`src/rtl/b1i_pkg.sv`:
```
// ----------------------------------------------------------------------------
// b1i_pkg
// Widths, the syndrome column table and shared types for the B1I word
// deinterleaver and BCH(15,11) single-error corrector.
// ----------------------------------------------------------------------------
package b1i_pkg;

    localparam int WORD_W = 30;
    localparam int CW_W   = 15;
    localparam int DATA_W = 11;
    localparam int PAR_W  = 4;
    localparam int IDX_W  = 4;

    localparam logic [IDX_W-1:0] IDX_PLAIN = 4'd0;

    // x^p mod (x^4 + x + 1), entry p belongs to codeword bit p
    localparam logic [PAR_W-1:0] SYN_COL [CW_W] = '{
        4'h1, 4'h2, 4'h4, 4'h8, 4'h3, 4'h6, 4'hC, 4'hB,
        4'h5, 4'hA, 4'h7, 4'hE, 4'hF, 4'hD, 4'h9
    };

    typedef logic [CW_W-1:0] codeword_t;

    typedef struct packed {
        codeword_t codeword;
        logic      fixed;
    } lane_res_t;

    // remainder of the codeword over g(x), as an xor of the set bits' columns
    function automatic logic [PAR_W-1:0] b1i_syndrome(input codeword_t cw);
        logic [PAR_W-1:0] s;
        s = '0;
        for (int p = 0; p < CW_W; p++)
        begin
            if (cw[p])
            begin
                s = s ^ SYN_COL[p];
            end
        end
        return s;
    endfunction

endpackage

```
`src/rtl/b1i_in_if.sv`:
```
// ----------------------------------------------------------------------------
// b1i_in_if
// Input channel: one received 30-bit navigation word and its word index.
// ----------------------------------------------------------------------------
interface b1i_in_if;
    import b1i_pkg::*;

    logic              valid;
    logic              ready;
    logic [WORD_W-1:0] raw_word;
    logic [IDX_W-1:0]  word_index;

    modport source (output valid, output raw_word, output word_index, input ready);
    modport sink   (input valid, input raw_word, input word_index, output ready);
endinterface

```
`src/rtl/b1i_out_if.sv`:
```
// ----------------------------------------------------------------------------
// b1i_out_if
// Output channel: decoded word and per-codeword correction flags.
// ----------------------------------------------------------------------------
interface b1i_out_if;
    import b1i_pkg::*;

    logic              valid;
    logic              ready;
    logic [WORD_W-1:0] decoded_word;
    logic              fix_first;
    logic              fix_second;

    modport source (output valid, output decoded_word, output fix_first,
                    output fix_second, input ready);
    modport sink   (input valid, input decoded_word, input fix_first,
                    input fix_second, output ready);
endinterface

```
`src/rtl/b1i_word_deinterleave_bch_correct.sv`:
```
// ----------------------------------------------------------------------------
// b1i_word_deinterleave_bch_correct
// B1I navigation word decoder: polarity fix, 2x15 deinterleave and two
// parallel BCH(15,11) single-error correction lanes merged into one result.
//
//   channel    dir   payload                                  handshake
//   word_ch    in    raw_word[30], word_index[4]              valid/ready
//   result_ch  out   decoded_word[30], fix_first, fix_second  valid/ready
//   cfg        in    cfg_wdata[1] (polarity_invert)           cfg_we
//
// one word per cycle while the output register is free or being read; a result
// appears in the cycle after its transfer in; latency is set by the single
// output register after the lane merge. The output register frees as it is
// read, so input is taken in the same cycle a waiting result is read, and
// input stalls only when that register stays full
// reset clears the valid flag and polarity_invert; no clearing pass
// ----------------------------------------------------------------------------
module b1i_word_deinterleave_bch_correct
    import b1i_pkg::*;
(
    input  logic            clk,
    input  logic            rst_n,
    input  logic            cfg_we,
    input  logic            cfg_wdata,
    b1i_in_if.sink          word_ch,
    b1i_out_if.source       result_ch
);

    logic              polarity_reg;
    logic              valid_reg;
    logic              valid_next;
    logic [WORD_W-1:0] word_reg;
    logic [WORD_W-1:0] word_next;
    logic              fix1_reg;
    logic              fix1_next;
    logic              fix2_reg;
    logic              fix2_next;

    logic              take;
    logic [WORD_W-1:0] pol_word;
    codeword_t         cw1;
    codeword_t         cw2;
    lane_res_t         res1;
    lane_res_t         res2;

    assign word_ch.ready = !valid_reg || result_ch.ready;
    assign take          = word_ch.valid && word_ch.ready;

    assign pol_word = polarity_reg ? ~word_ch.raw_word : word_ch.raw_word;

    // even received positions to the first codeword, odd to the second
    always_comb
    begin
        for (int j = 0; j < CW_W; j++)
        begin
            cw1[CW_W-1-j] = pol_word[WORD_W-1-2*j];
            cw2[CW_W-1-j] = pol_word[WORD_W-2-2*j];
        end
    end

    b1i_lane u_lane_first
    (
        .codeword (cw1),
        .result   (res1)
    );

    b1i_lane u_lane_second
    (
        .codeword (cw2),
        .result   (res2)
    );

    // merge: data fields first, then parity fields; plain words pass with only the polarity fix
    always_comb
    begin
        valid_next = valid_reg;
        word_next  = word_reg;
        fix1_next  = fix1_reg;
        fix2_next  = fix2_reg;
        if (result_ch.ready)
        begin
            valid_next = 1'b0;
        end
        if (take)
        begin
            valid_next = 1'b1;
            if (word_ch.word_index == IDX_PLAIN)
            begin
                word_next = pol_word;
                fix1_next = 1'b0;
                fix2_next = 1'b0;
            end
            else
            begin
                word_next = {res1.codeword[CW_W-1:PAR_W], res2.codeword[CW_W-1:PAR_W],
                             res1.codeword[PAR_W-1:0], res2.codeword[PAR_W-1:0]};
                fix1_next = res1.fixed;
                fix2_next = res2.fixed;
            end
        end
    end

    always_ff @(posedge clk or negedge rst_n)
    begin
        if (!rst_n)
        begin
            valid_reg    <= 1'b0;
            polarity_reg <= 1'b0;
        end
        else
        begin
            valid_reg <= valid_next;
            if (cfg_we)
            begin
                polarity_reg <= cfg_wdata;
            end
        end
    end

    always_ff @(posedge clk)
    begin
        word_reg <= word_next;
        fix1_reg <= fix1_next;
        fix2_reg <= fix2_next;
    end

    assign result_ch.valid        = valid_reg;
    assign result_ch.decoded_word = word_reg;
    assign result_ch.fix_first    = fix1_reg;
    assign result_ch.fix_second   = fix2_reg;

`ifndef SYNTHESIS
    a_take_gives_result: assert property (@(posedge clk) disable iff (!rst_n)
        take |=> result_ch.valid)
        else $error("transfer in did not produce a result");

    a_plain_no_fix: assert property (@(posedge clk) disable iff (!rst_n)
        take && (word_ch.word_index == IDX_PLAIN) |=>
        !result_ch.fix_first && !result_ch.fix_second)
        else $error("correction flagged on an uninterleaved word");

    a_plain_passthru: assert property (@(posedge clk) disable iff (!rst_n)
        take && (word_ch.word_index == IDX_PLAIN) |=>
        result_ch.decoded_word == $past(pol_word))
        else $error("uninterleaved word altered");

    a_lanes_clean: assert property (@(posedge clk) disable iff (!rst_n)
        (b1i_syndrome(res1.codeword) == '0) && (b1i_syndrome(res2.codeword) == '0))
        else $error("corrected codeword still has a nonzero syndrome");
`endif

endmodule

```
`src/rtl/b1i_lane.sv`:
```
// ----------------------------------------------------------------------------
// b1i_lane
// One BCH(15,11) lane: syndrome over g(x) = x^4 + x + 1 and single-bit flip.
// ----------------------------------------------------------------------------
module b1i_lane
    import b1i_pkg::*;
(
    input  codeword_t codeword,
    output lane_res_t result
);

    logic [PAR_W-1:0] syn;
    codeword_t        flip;

    assign syn = b1i_syndrome(codeword);

    // every nonzero syndrome matches exactly one column
    always_comb
    begin
        for (int p = 0; p < CW_W; p++)
        begin
            flip[p] = (syn == SYN_COL[p]);
        end
    end

    assign result.codeword = codeword ^ flip;
    assign result.fixed    = (syn != '0);

endmodule

```
`src/flat_wrapper.sv`:
```
// flat-port wrapper written by rule: the top's interface ports become plain ports
module b1i_word_deinterleave_bch_correct_flat import b1i_pkg::*;
  (clk, rst_n, cfg_we, cfg_wdata, word_ch_valid, word_ch_raw_word, word_ch_word_index, word_ch_ready, result_ch_valid, result_ch_decoded_word, result_ch_fix_first, result_ch_fix_second, result_ch_ready);
  b1i_in_if word_ch_i ();
  b1i_out_if result_ch_i ();
  input  logic clk;
  input  logic rst_n;
  input  logic cfg_we;
  input  logic cfg_wdata;
  input wire logic [$bits(word_ch_i.valid)-1:0] word_ch_valid;
  input wire logic [$bits(word_ch_i.raw_word)-1:0] word_ch_raw_word;
  input wire logic [$bits(word_ch_i.word_index)-1:0] word_ch_word_index;
  output wire logic [$bits(word_ch_i.ready)-1:0] word_ch_ready;
  output wire logic [$bits(result_ch_i.valid)-1:0] result_ch_valid;
  output wire logic [$bits(result_ch_i.decoded_word)-1:0] result_ch_decoded_word;
  output wire logic [$bits(result_ch_i.fix_first)-1:0] result_ch_fix_first;
  output wire logic [$bits(result_ch_i.fix_second)-1:0] result_ch_fix_second;
  input wire logic [$bits(result_ch_i.ready)-1:0] result_ch_ready;
  assign word_ch_i.valid = word_ch_valid;
  assign word_ch_i.raw_word = word_ch_raw_word;
  assign word_ch_i.word_index = word_ch_word_index;
  assign word_ch_ready = word_ch_i.ready;
  assign result_ch_valid = result_ch_i.valid;
  assign result_ch_decoded_word = result_ch_i.decoded_word;
  assign result_ch_fix_first = result_ch_i.fix_first;
  assign result_ch_fix_second = result_ch_i.fix_second;
  assign result_ch_i.ready = result_ch_ready;
  b1i_word_deinterleave_bch_correct u_core (.clk(clk), .rst_n(rst_n), .cfg_we(cfg_we), .cfg_wdata(cfg_wdata), .word_ch(word_ch_i), .result_ch(result_ch_i));
endmodule
```
`config.mk`:
```
export PLATFORM = sky130hd
export DESIGN_NAME = b1i_word_deinterleave_bch_correct_flat
export DESIGN_NICKNAME = d
export VERILOG_FILES = /design/src/rtl/b1i_pkg.sv /design/src/rtl/b1i_in_if.sv /design/src/rtl/b1i_out_if.sv /design/src/rtl/b1i_word_deinterleave_bch_correct.sv /design/src/rtl/b1i_lane.sv /design/src/flat_wrapper.sv
export SDC_FILE = /design/constraint.sdc
export NUM_CORES = 1
export LEC_CHECK = 0
export BUFFER_PORTS_ARGS = -buffer_cell sky130_fd_sc_hd__buf_4
export CAP_MARGIN = 40
export CORE_MARGIN = 3
export CORE_UTILIZATION = 30
export DETAILED_ROUTE_END_ITERATION = 10
export GPL_ROUTABILITY_DRIVEN = 0
export GPL_TIMING_DRIVEN = 0
export HOLD_SLACK_MARGIN = 0.12
export PLACE_DENSITY = 0.52
export SYNTH_ARGS = -nofsm -noshare
export SYNTH_HDL_FRONTEND = slang
export SYNTH_HIERARCHICAL = 1
export SYNTH_SLANG_ARGS = --single-unit
export TNS_END_PERCENT = 50
```
`constraint.sdc`:
```
create_clock -name clk -period 6.9 [get_ports clk]
set_clock_uncertainty 0.2 [all_clocks]
set_input_delay 0.345 -clock clk [delete_from_list [all_inputs] [get_ports clk]]
set_output_delay 0.345 -clock clk [all_outputs]
set_load 0.05 [all_outputs]
```
==> results by group <==
Pwr
  • Peak supply drop: between 100 and 150 uV
  • Pwr Density: about 400 nW/um^2
  • Leakage: between 1 and 1.5 nW

Clocking
  • Clock transition at the registers of the reported paths: ~0.08 ns
  • Root buf cell: clkbuf_8
  • Post-CTS sizing: 0
  • Clock Path Buffers: 2
  • H-tree Lvls: 2
  • Clk_lat worst skew: 0.28 ns
  • # clock sinks: 34
  • Total CTS buffers: 5
  • TritonCTS clock tree: done

Yosys
  • Seq cells post-synth: 34
  • Post-synthesis adder-cell area fraction: 0
  • Mean post-synth cell area: between 10 and 15 um^2
  • Synth Area in Compound Gates: 0.0770
  • Synth Warn #: 6
  • Post-synth ARST share: 0.0588
  • Syn nets: around 300
  • Synth Area in Simple Gates: 0.117
  • XOR/XNOR share of the synthesized area: 0.356
  • Yosys cell types: 36
  • Largest family of logic cells by synthesized area: XOR/XNOR gates
  • Ys flop type: edfxtp_1
  • Post-Syn Area: around 3200 um^2
  • Syn Inst Count: between 200 and 300
  • Sequential-to-total area share from yosys stat: 0.318
  • Post-synthesis mux area share: 0.110
  • Post-synth EDFFs: 32

Critical path
  • WP data required: about 6.7 ns
  • Crit path DAT: 3.45 ns
  • Crit path cell chain: clkbuf_1 > buf_4 > xor2_1 > xor3_2 > xnor2_2 > nor3_2 > o22ai_1 > xnor2_1 > mux2_2
  • Crit path buffers/inverters: 2
  • Family with the most delay on the worst path: XOR/XNOR gates
  • Crit path capture type: flip-flop
  • Crit-path max cell delay: around 0.58 ns
  • Critical Path Slowest Stage Cell: xor2_1
  • CP max FO: 10
  • Startpoint Class: flip-flop
  • WS Path Type: flip-flop to flip-flop

Floorplan
  • Die area: approximately 12000 um^2
  • IO Count: between 70 and 80
  • Die X-Extent: 109 um
  • Die Y: about 110 um
  • Core ar.: between 10000 and 15000 um^2
  • Initial Utilization: 0.317
  • Site Rows: 36

Drt
  • Post-DRT Antenna Nets: 0
  • DRC errors left: 0
  • Vias per cell: roughly 4.8
  • Final wirelength: between 8 and 9 mm
  • WL per Instance: roughly 17 um
  • Via Count: between 2000 and 2500
  • DRT iter0 DRCs: about 120
  • Initial DRT Pass Iterations: 6

GRT
  • GRT overflow: 0
  • First-pass GRT wire length: roughly 13 mm
  • Initial antenna violation count: 0
  • Largest net degree at the start of global routing: 33
  • Vias in the first global route: ~2400
  • Tot GR Track Use: 0.144

Layout
  • Max FFs per register: 30
  • Layout cells sized above 1: 0.452
  • Layout Nets: between 300 and 400
  • Synth-to-layout area growth: 26.5%
  • Antenna cells: 0
  • Fillcell total: 994
  • Commonest non-fill, non-tap cells in the layout: buf_4 (76), xnor2_1 (49), xor2_1 (39)
  • Most common cell after layout, fill and taps aside: buf_4
  • Final Util: 0.401

STA
  • RSZ-0062 raised after global routing: false
  • Period utilization: 0.524
  • Final setup vio count: 0
  • Worst-margin pin slew: around 0.82 ns
  • FMAX: ~280 MHz
  • Setup TNS: 0 ns
  • Final Hold Vio Count: 0
  • Slew Viols, Final: 0
  • Post-route minimum period: between 3 and 4 ns
  • Normalized max-slew margin: 0.457

Worst hold path
  • Min-Delay Path Class: input port to asynchronous set/reset pin

Job
  • # Max-Cap Violations: 0

Place
  • Input/output buffers: 73
  • HPWL after DPL: around 6.6 mm

Run status
  • Run status: finished, final reports clean
## repair_timing
action,in CTS,in global routing
endpoints found under the hold margin,4,0
hold buffers,4,0
buffers inserted,0,0
## kinds of logic (layout without fill, tap and decap cells)
group / count (synthesis) / count (layout)
AO/OA/AOI/OAI: 37 / 37
XOR/XNOR: 106 / 106
buffers and inverters: 10 / 95
flip-flops: 34 / 34
multiplexers: 31 / 31
AND/OR/NAND/NOR: 44 / 44
## path summary, 6_finish.rpt
path | from | endpoint | slack (ns) | depth (start not counted)
worst min-delay path | rst_n | u_core/polarity_reg | 0.16 | 2
min in group clk | result_ch_ready | u_core/result_ch.valid | 0.16 | 3
worst max register to register | u_core/polarity_reg | u_core/result_ch.decoded_word[13] | 3.28 | 9
max in group asynchronous | rst_n | u_core/result_ch.valid | 6.25 | 2
worst max-delay path | u_core/polarity_reg | u_core/result_ch.decoded_word[13] | 3.28 | 9
worst min register to register | u_core/result_ch.valid | u_core/result_ch.valid | 0.36 | 2
## cell type report
type,instances,area (um^2),area share
Multi-Input combinational cell,218,2100,0.522
Clock inverter,2,13.8,0.00342
Buffer,8,65.1,0.0162
Sequential cell,34,1010,0.251
Inverter,2,7.51,0.00187
Tap cell,133,166,0.0413
Clock buffer,6,72.6,0.0180
Timing Repair Buffer,77,588,0.146
## cell usage after synthesis, types with 3 or more instances
cell      instances  area (um^2)
buf_4             3         22.5
buf_6             3         33.8
edfxtp_1         32          961
mux2_2           29          327
nor3_1            9         45.0
nor3_2           23          230
o22ai_1          31          194
xnor2_1          49          429
xnor2_2           6         97.6
xnor3_1           3         67.6
xnor3_2           3         71.3
xor2_1           39          342
xor2_2            3         48.8
## report_power, final
| group | internal, mW | leakage (nW) | switching, mW |
|---|---|---|---|
| Sequential | 0.302 | 0.324 | 0.0121 |
| Clock | 0.0712 | 0.0452 | 0.0758 |
| Combinational | 0.442 | 1.12 | 0.674 |
## through the flow
stage / worst slack (ns) / std cells / power (mW) / hold slack [ns] / area, um^2
CTS: 3.31 / 480 / 1.59 / 0.148 / 4030
finish: 3.28 / 480 / 1.58 / 0.155 / 4030
global placement: 3.37 / 468 / 1.42 / -0.0708 / 3900
floorplan: 3.90 / 262 / 1.20 / -0.151 / 3180
detailed placement: 3.34 / 468 / 1.42 / -0.0693 / 3900
global route: 3.12 / 480 / 1.69 / 0.171 / 4030
## routing by layer
layer  up-vias  part of all wire  GRT usage
met5         -                 0          0
met2       105              0.44      0.216
li1       1127                 -          -
met3         6             0.084     0.0320
met4         0             0.011     0.0325
met1      1064              0.47      0.212
Power figures use the tool's default switching activity.
